**src/rtl/dtsg_pkg.sv**
```systemverilog
// Shared constants, types and the quarter-wave sine table of the dual-tone generator.
package dtsg_pkg;

  localparam int SINE_TABLE_BITS = 10;
  localparam int PHASE_W = 32;
  localparam int IDX_W = SINE_TABLE_BITS;
  localparam int FRAC_W = IDX_W - 2;
  localparam int LUT_DEPTH = 1 << FRAC_W;
  localparam int X_SHIFT = 17 - SINE_TABLE_BITS;
  localparam int MAG_W = 15;
  localparam int SAMPLE_W = 16;
  localparam int GAIN_W = 16;
  localparam int CFG_DATA_W = 32;
  localparam int CFG_IDX_W = 2;

  // Polynomial coefficients of the quarter-wave sine approximation.
  localparam longint POLY_A = 51472;
  localparam longint POLY_B = 21167;
  localparam longint POLY_C = 2463;

  // Largest sine magnitude; also the value at the quarter-turn points.
  localparam logic [MAG_W-1:0] MAG_MAX = {MAG_W{1'b1}};

  // Configuration register indexes.
  typedef enum logic [CFG_IDX_W-1:0] {
    CFG_CARRIER_STEP  = 2'd0,
    CFG_LAYER_STEP    = 2'd1,
    CFG_CARRIER_LEVEL = 2'd2,
    CFG_LAYER_LEVEL   = 2'd3
  } cfg_reg_t;

  // One oscillator's sine as sign and magnitude.
  typedef struct packed {
    logic             neg;
    logic [MAG_W-1:0] mag;
  } sine_t;

  // Contents of the lookup stage register.
  typedef struct packed {
    sine_t carrier;
    sine_t layer;
    logic  muted;
    logic  block_end;
  } stage_t;

  typedef logic [MAG_W-1:0] sine_lut_t [LUT_DEPTH];

  // Builds the quarter-wave table at elaboration with the exact fixed-point polynomial.
  function automatic sine_lut_t build_sine_lut();
    sine_lut_t lut;
    longint    x;
    longint    x2;
    longint    t;
    longint    s;
    for (int i = 0; i < LUT_DEPTH; i++) begin
      x  = longint'(i) << X_SHIFT;
      x2 = (x * x) >> 15;
      t  = (POLY_C * x2) >> 15;
      t  = POLY_B - t;
      t  = (t * x2) >> 15;
      t  = POLY_A - t;
      s  = (x * t) >> 15;
      if (s > 32767) begin
        s = 32767;
      end
      lut[i] = MAG_W'(s);
    end
    return lut;
  endfunction

  localparam sine_lut_t SINE_LUT = build_sine_lut();

endpackage

```
**src/rtl/dtsg_osc.sv**
```systemverilog
// Phase accumulator with quarter-wave sine lookup for one oscillator.
module dtsg_osc (
  input  logic                         clk,
  input  logic                         rst_n,
  input  logic                         advance,
  input  logic [dtsg_pkg::PHASE_W-1:0] step,
  output dtsg_pkg::sine_t              sine
);

  logic [dtsg_pkg::PHASE_W-1:0] phase_r;
  logic [dtsg_pkg::PHASE_W-1:0] phase_nxt;
  logic [dtsg_pkg::IDX_W-1:0]   idx;
  logic [1:0]                   quad;
  logic [dtsg_pkg::FRAC_W-1:0]  frac;
  logic [dtsg_pkg::FRAC_W-1:0]  lut_addr;

  // The phase wraps modulo 2^32 and moves only for frames that are not muted.
  always_comb begin
    phase_nxt = advance ? phase_r + step : phase_r;
  end

  always_ff @(posedge clk) begin
    if (!rst_n) begin
      phase_r <= '0;
    end else begin
      phase_r <= phase_nxt;
    end
  end

  // Odd quadrants mirror the table; the mirrored zero offset is the quarter-turn peak.
  always_comb begin
    idx      = phase_r[dtsg_pkg::PHASE_W-1 -: dtsg_pkg::IDX_W];
    quad     = idx[dtsg_pkg::IDX_W-1 -: 2];
    frac     = idx[dtsg_pkg::FRAC_W-1:0];
    lut_addr = quad[0] ? -frac : frac;
    sine.neg = quad[1];
    if (quad[0] && (frac == '0)) begin
      sine.mag = dtsg_pkg::MAG_MAX;
    end else begin
      sine.mag = dtsg_pkg::SINE_LUT[lut_addr];
    end
  end

endmodule

```
**src/rtl/dtsg_mix.sv**
```systemverilog
// Gain scaling of both oscillators, mixing and saturation to signed Q1.15.
module dtsg_mix (
  input  dtsg_pkg::stage_t                   item,
  input  logic [dtsg_pkg::GAIN_W-1:0]        carrier_level,
  input  logic [dtsg_pkg::GAIN_W-1:0]        layer_level,
  output logic signed [dtsg_pkg::SAMPLE_W-1:0] sample
);

  localparam int PROD_W = dtsg_pkg::MAG_W + dtsg_pkg::GAIN_W;
  localparam int TERM_W = PROD_W - 15;
  localparam int SUM_W = TERM_W + 2;
  localparam logic signed [SUM_W-1:0] SAT_HI = SUM_W'(32767);
  localparam logic signed [SUM_W-1:0] SAT_LO = -SUM_W'(32768);

  logic [PROD_W-1:0]       carrier_prod;
  logic [PROD_W-1:0]       layer_prod;
  logic signed [SUM_W-1:0] carrier_term;
  logic signed [SUM_W-1:0] layer_term;
  logic signed [SUM_W-1:0] sum;

  // Scale magnitudes, truncate, then restore the sign (truncation toward zero).
  always_comb begin
    carrier_prod = PROD_W'(item.carrier.mag) * PROD_W'(carrier_level);
    layer_prod   = PROD_W'(item.layer.mag) * PROD_W'(layer_level);
    carrier_term = $signed({2'b00, carrier_prod[PROD_W-1:15]});
    layer_term   = $signed({2'b00, layer_prod[PROD_W-1:15]});
    if (item.carrier.neg) begin
      carrier_term = -carrier_term;
    end
    if (item.layer.neg) begin
      layer_term = -layer_term;
    end
    sum = carrier_term + layer_term;
  end

  // Saturate the mix; a muted frame is silence.
  always_comb begin
    if (item.muted) begin
      sample = '0;
    end else if (sum > SAT_HI) begin
      sample = 16'sh7fff;
    end else if (sum < SAT_LO) begin
      sample = -16'sh8000;
    end else begin
      sample = sum[dtsg_pkg::SAMPLE_W-1:0];
    end
  end

endmodule

```
**src/rtl/dual_tone_sine_generator_core.sv**
```systemverilog
// Top level of the dual-tone sine generator: configuration, pipeline control and output.
//
// Each transfer on the input channel (in_valid/in_ready) requests one stereo frame;
// in_block_end is copied to out_frame_last. Each frame leaves on the output
// channel (out_valid/out_ready) with the same sample on left and right.
// The configuration port writes step and gain registers with cfg_wr_en,
// cfg_index and cfg_wr_data; write only while no frame is in flight.
// A frame accepted on the input channel is registered in the lookup stage,
// and the output register loads it from there once that register is free;
// the output register then offers the result on the output channel.
// Throughput: one frame per cycle while out_ready stays high. The phase
// update is one add per accumulator, the sine is a constant quarter-wave
// table read, and the output stage holds one multiply per oscillator plus
// the saturating add.
// Reset clears the phases, all configuration registers and both valid flags.
// When the receiver stalls, the output register holds its frame and the
// lookup stage still takes one more frame; after that in_ready drops
// until out_ready returns.
module dual_tone_sine_generator_core (
  input  logic                                 clk,
  input  logic                                 rst_n,
  input  logic                                 cfg_wr_en,
  input  logic [dtsg_pkg::CFG_IDX_W-1:0]       cfg_index,
  input  logic [dtsg_pkg::CFG_DATA_W-1:0]      cfg_wr_data,
  input  logic                                 in_valid,
  output logic                                 in_ready,
  input  logic                                 in_block_end,
  output logic                                 out_valid,
  input  logic                                 out_ready,
  output logic signed [dtsg_pkg::SAMPLE_W-1:0] out_left_sample,
  output logic signed [dtsg_pkg::SAMPLE_W-1:0] out_right_sample,
  output logic                                 out_frame_last
);

  logic [dtsg_pkg::PHASE_W-1:0]         carrier_step_r;
  logic [dtsg_pkg::PHASE_W-1:0]         layer_step_r;
  logic [dtsg_pkg::GAIN_W-1:0]          carrier_level_r;
  logic [dtsg_pkg::GAIN_W-1:0]          layer_level_r;
  dtsg_pkg::stage_t                     stage_r;
  dtsg_pkg::stage_t                     stage_nxt;
  logic                                 stage_valid_r;
  logic                                 out_valid_r;
  logic signed [dtsg_pkg::SAMPLE_W-1:0] sample_r;
  logic                                 frame_last_r;
  logic                                 out_free;
  logic                                 in_xfer;
  logic                                 muted;
  dtsg_pkg::sine_t                      carrier_sine;
  dtsg_pkg::sine_t                      layer_sine;
  logic signed [dtsg_pkg::SAMPLE_W-1:0] mix_sample;

  // Configuration register writes; indexes with no register are ignored.
  always_ff @(posedge clk) begin
    if (!rst_n) begin
      carrier_step_r  <= '0;
      layer_step_r    <= '0;
      carrier_level_r <= '0;
      layer_level_r   <= '0;
    end else if (cfg_wr_en) begin
      case (dtsg_pkg::cfg_reg_t'(cfg_index))
        dtsg_pkg::CFG_CARRIER_STEP:  carrier_step_r  <= cfg_wr_data;
        dtsg_pkg::CFG_LAYER_STEP:    layer_step_r    <= cfg_wr_data;
        dtsg_pkg::CFG_CARRIER_LEVEL: carrier_level_r <= cfg_wr_data[dtsg_pkg::GAIN_W-1:0];
        dtsg_pkg::CFG_LAYER_LEVEL:   layer_level_r   <= cfg_wr_data[dtsg_pkg::GAIN_W-1:0];
        default: ;
      endcase
    end
  end

  // Handshake: each stage moves when its successor is empty or moving.
  always_comb begin
    out_free = !out_valid_r || out_ready;
    in_ready = !stage_valid_r || out_free;
    in_xfer  = in_valid && in_ready;
    muted    = (carrier_level_r == '0);
  end

  dtsg_osc u_carrier (
    .clk     (clk),
    .rst_n   (rst_n),
    .advance (in_xfer && !muted),
    .step    (carrier_step_r),
    .sine    (carrier_sine)
  );

  dtsg_osc u_layer (
    .clk     (clk),
    .rst_n   (rst_n),
    .advance (in_xfer && !muted),
    .step    (layer_step_r),
    .sine    (layer_sine)
  );

  // Lookup stage contents for the frame being accepted.
  always_comb begin
    stage_nxt.carrier   = carrier_sine;
    stage_nxt.layer     = layer_sine;
    stage_nxt.muted     = muted;
    stage_nxt.block_end = in_block_end;
  end

  dtsg_mix u_mix (
    .item          (stage_r),
    .carrier_level (carrier_level_r),
    .layer_level   (layer_level_r),
    .sample        (mix_sample)
  );

  // Valid flags of the lookup stage and the output register.
  always_ff @(posedge clk) begin
    if (!rst_n) begin
      stage_valid_r <= 1'b0;
      out_valid_r   <= 1'b0;
    end else begin
      if (in_ready) begin
        stage_valid_r <= in_xfer;
      end
      if (out_free) begin
        out_valid_r <= stage_valid_r;
      end
    end
  end

  // Payload registers.
  always_ff @(posedge clk) begin
    if (in_xfer) begin
      stage_r <= stage_nxt;
    end
    if (out_free && stage_valid_r) begin
      sample_r     <= mix_sample;
      frame_last_r <= stage_r.block_end;
    end
  end

  assign out_valid        = out_valid_r;
  assign out_left_sample  = sample_r;
  assign out_right_sample = sample_r;
  assign out_frame_last   = frame_last_r;

endmodule

```
**config.mk**
```make
export PLATFORM = sky130hd
export DESIGN_NAME = dual_tone_sine_generator_core
export DESIGN_NICKNAME = d
export VERILOG_FILES = /design/src/rtl/dtsg_pkg.sv /design/src/rtl/dtsg_osc.sv /design/src/rtl/dtsg_mix.sv /design/src/rtl/dual_tone_sine_generator_core.sv
export SDC_FILE = /design/constraint.sdc
export NUM_CORES = 2
export LEC_CHECK = 0
export ABC_AREA = 1
export BUFFER_PORTS_ARGS = -buffer_cell sky130_fd_sc_hd__buf_2
export CORE_MARGIN = 3
export CORE_UTILIZATION = 60
export CTS_BUF_LIST = sky130_fd_sc_hd__clkbuf_8
export CTS_CLUSTER_SIZE = 8
export DETAILED_ROUTE_END_ITERATION = 16
export PLACE_DENSITY_LB_ADDON = 0.08
export SYNTH_ARGS = -nofsm -noshare
export SYNTH_HDL_FRONTEND = slang
export SYNTH_SLANG_ARGS = --single-unit
```
**constraint.sdc**
```tcl
create_clock -name clk -period 7.9 [get_ports clk]
set_input_delay 0.395 -clock clk [delete_from_list [all_inputs] [get_ports clk]]
set_output_delay 0.395 -clock clk [all_outputs]
set_load 0.02 [all_outputs]
```
==> flow_summary.json <==
{
  "status": "finished with violations",
  "violations": "negative setup slack",
  "wl_per_cell_um": 19.6,
  "hpwl_um": 95800,
  "fin_util_pct": 68.3,
  "async_flop_share_pct": 0,
  "cts.htree.levels": 2,
  "place_ws_ns": -0.220,
  "area_delta_synth_final_pct": 12.0,
  "rows": 89,
  "cts_tree": "built",
  "die_w_um": 251,
  "num_vias": 37804,
  "slew_headroom_pct": 16.8,
  "gp_congestion": 1.05,
  "overflow": 0,
  "rsz0062_at_grt": "true",
  "synth_xor_area_share_pct": 2.44,
  "synth-simple-area-share_pct": 24.6,
  "io_buffer_count": 74,
  "setup_viol": 15,
  "clock_sinks": 213,
  "peakVddDrop_uv": 318,
  "synth.avg_cell_area_um2": 6.66,
  "leakagePower_uw": 0.0226,
  "die_area_um2": 63200,
  "worstSetupEndpointType": "register",
  "reg2reg_slack_ns": -0.13,
  "ys_ff_latch": 213,
  "numPlacedInstances": 6263,
  "routed_via_density": 5.91,
  "ys.flop_type": "dfxtp_1",
  "ys_seq_area_share_pct": 13.2,
  "coreArea_um2": 59200,
  "cp-start-kind": "register",
  "synth-edff-count": 51,
  "path_max_fanout": 7,
  "io_pins": 75,
  "synth_compound_area_share_pct": 15.0,
  "track_usage_pct": 38.6,
  "cpMaxStageDelayCell": "fa_1",
  "root_buffer": "clkbuf_8",
  "layout-drive-gt1-share_pct": 12.5,
  "path_clk_slew_ns": 0.09,
  "netlist_instances": 5424,
  "synthesis.area_um2": 36100,
  "synth_mux_area_share_pct": 0,
  "final_nets": 6285,
  "antenna_left": 0,
  "max_slew.worst_pin.slew_ns": 1.24,
  "grt_max_degree": 101,
  "drt-pass1-iter-count": 6,
  "critPathKind": "register to register",
  "drc": 0,
  "finClkSkew_ns": 0.0480,
  "hold_viol": 0,
  "synth_top_family_by_area": "adder cells",
  "antenna_found_initial": 10,
  "finalWirelength_um": 125000,
  "fmax_ghz": 0.124,
  "min_period_over_period_pct": 102,
  "synth_nets": 6124,
  "critPathMaxStageDelay_ns": 0.54,
  "synth-adder-area-share_pct": 30.4,
  "final_cells": 6392,
  "min_path_type": "input port to register",
  "holdWs_ns": 0.0396,
  "grt_pass1_vias": 36475,
  "initial_utilization_pct": 61.0,
  "required_ns": 8.39,
  "cp_common_cell": "fa_1",
  "grt_pass1_wl_um": 195000,
  "drtIter0Drc": 4515,
  "slew_violations": 0,
  "cap_violations": 0,
  "worstSkewPairLatency_ns": 0.67,
  "final.min_clock_period_ns": 8.03,
  "die_h_um": 251,
  "setup_slack_ns": -0.132,
  "ys.warnings.count": 0,
  "critical_path_arrival_ns": 8.53,
  "cts_buffer_depth": 3,
  "p_per_area_nw_per_um2": 270,
  "synthDistinctLibCells": 63,
  "cts_buffers": 42
}
==> state kept, by name, indices dropped and copies added, names as in the netlist, 16 cells and up <==
register / count
stage_r: 34
carrier_level_r: 16
layer_level_r: 16
u_layer.phase_r: 32
layer_step_r: 32
u_carrier.phase_r: 32
carrier_step_r: 32
out_left_sample: 16
==> cell usage after synthesis (11+ instances only) <==
library cell | number | share of area [%]
o221ai_1 | 19 | 0.46
nor3_1 | 46 | 0.64
inv_2 | 11 | 0.11
clkbuf_1 | 216 | 2.2
o22ai_1 | 14 | 0.24
a31oi_1 | 39 | 0.68
nand3_2 | 17 | 0.47
edfxtp_1 | 51 | 4.2
o21ai_1 | 15 | 0.21
o21bai_1 | 15 | 0.31
a221oi_1 | 14 | 0.34
inv_1 | 1082 | 11
nand2_2 | 32 | 0.55
nand2_1 | 1257 | 13
o311ai_0 | 15 | 0.36
a21oi_1 | 285 | 3.9
nand4_1 | 25 | 0.43
xnor2_1 | 43 | 1.0
xor2_1 | 52 | 1.3
o21ai_0 | 373 | 5.2
fa_1 | 361 | 20
o211ai_1 | 42 | 0.87
dfxtp_1 | 162 | 9.0
nor2_1 | 520 | 5.4
ha_1 | 299 | 10
o2111ai_1 | 24 | 0.58
o31ai_1 | 12 | 0.25
nand3_1 | 204 | 2.8
buf_1 | 14 | 0.15
buf_4 | 16 | 0.33
buf_2 | 13 | 0.18
or2_2 | 11 | 0.19
==> per-layer routing <==
metal,GRT usage [%],part of all wire (%),vias up
met3,9.29,12,452
met4,13.6,4.0,12
met2,59.2,43,2349
li1,-,-,17325
met5,0,0.063,-
met1,53.4,41,17666
==> report_power, final <==
part           total, uW  switching [uW]  internal, uW
logic               8120            4980          3140
clock network       1250             581           667
registers           1540             172          1360
total              10900            5730          5170
==> cells by family (layout without fill, tap and decap cells) <==
| family | after synthesis | in the layout |
|---|---|---|
| AO/OA/AOI/OAI | 936 | 936 |
| AND/OR/NAND/NOR | 2155 | 2157 |
| other | 0 | 2 |
| flip-flops | 213 | 213 |
| adder cells (fa/ha/maj) | 660 | 660 |
| buffers and inverters | 1362 | 1553 |
| XOR/XNOR | 98 | 98 |
==> worst paths after layout <==
kind | from | to | depth (start not counted)
max | stage_r[7]$_SDFFCE_PP1P_ | out_left_sample[10]$_SDFFCE_PP0P_ | 39
min | cfg_wr_data[29] | carrier_step_r[29]$_SDFFE_PN0P_ | 3
max reg2reg | stage_r[7]$_SDFFCE_PP1P_ | out_left_sample[10]$_SDFFCE_PP0P_ | 39
min reg2reg | stage_r[0]$_DFFE_PP_ | out_frame_last$_DFFE_PP_ | 0
==> cell type report <==
type	instances	area, um2
clock inverters	28	236
inverters	1101	4130
clock buffers	48	661
fillers	5009	18800
multi-input cells	3851	27000
flip-flops and latches	213	4780
diodes	2	5.00
repair buffers	376	2690
well taps	773	967
==> metrics by stage <==
step,TNS [ns],area (um2),total power [uW]
after floorplan,0,36100,6090
after global placement,-0.286,38300,8420
after detailed placement,-2.83,38300,8520
after CTS,0,39600,10000
after global routing,-6.83,40500,11600
final,-1.47,40500,10900
==> critical path: cells and delay by family (launching register included) <==
kind / cells / cell delay [ns]
AOI/OAI and AO/OA: 5 / 0.74
xor gates and xnor gates: 1 / 0.06
adders and majority gates: 8 / 3.56
buffers and inverters: 9 / 1.01
DFF: 1 / 0.51
and+or+nand+nor: 16 / 1.98
==> cells in the final DEF, fill, tap and decap left out, types with 15 or more instances in the layout <==
cell type / count
nand3_1: 199
fa_1: 347
o211ai_1: 42
o221ai_1: 19
ha_4: 23
nor2_1: 502
o311ai_0: 15
a21oi_1: 267
a31oi_1: 36
buf_2: 74
a21oi_2: 17
inv_2: 37
nand4_1: 25
inv_1: 1065
nand2_1: 1220
dfxtp_1: 154
nand3_2: 20
ha_1: 275
clkbuf_8: 48
nor3_1: 40
o21ai_1: 24
buf_4: 285
o21ai_0: 361
edfxtp_1: 51
nor2_4: 15
xnor2_1: 39
nand2_2: 64
xor2_1: 51
o2111ai_1: 24
==> timing repair <==
item	in CTS	in global routing
resized for setup	48	168
endpoints found under the hold margin	10	0
pin swaps	21	111
hold buffers	7	0
setup buffers	13	29
setup endpoints to repair	15	16
gates cloned	2	0
No activity file was read; power rests on OpenSTA's default activity.
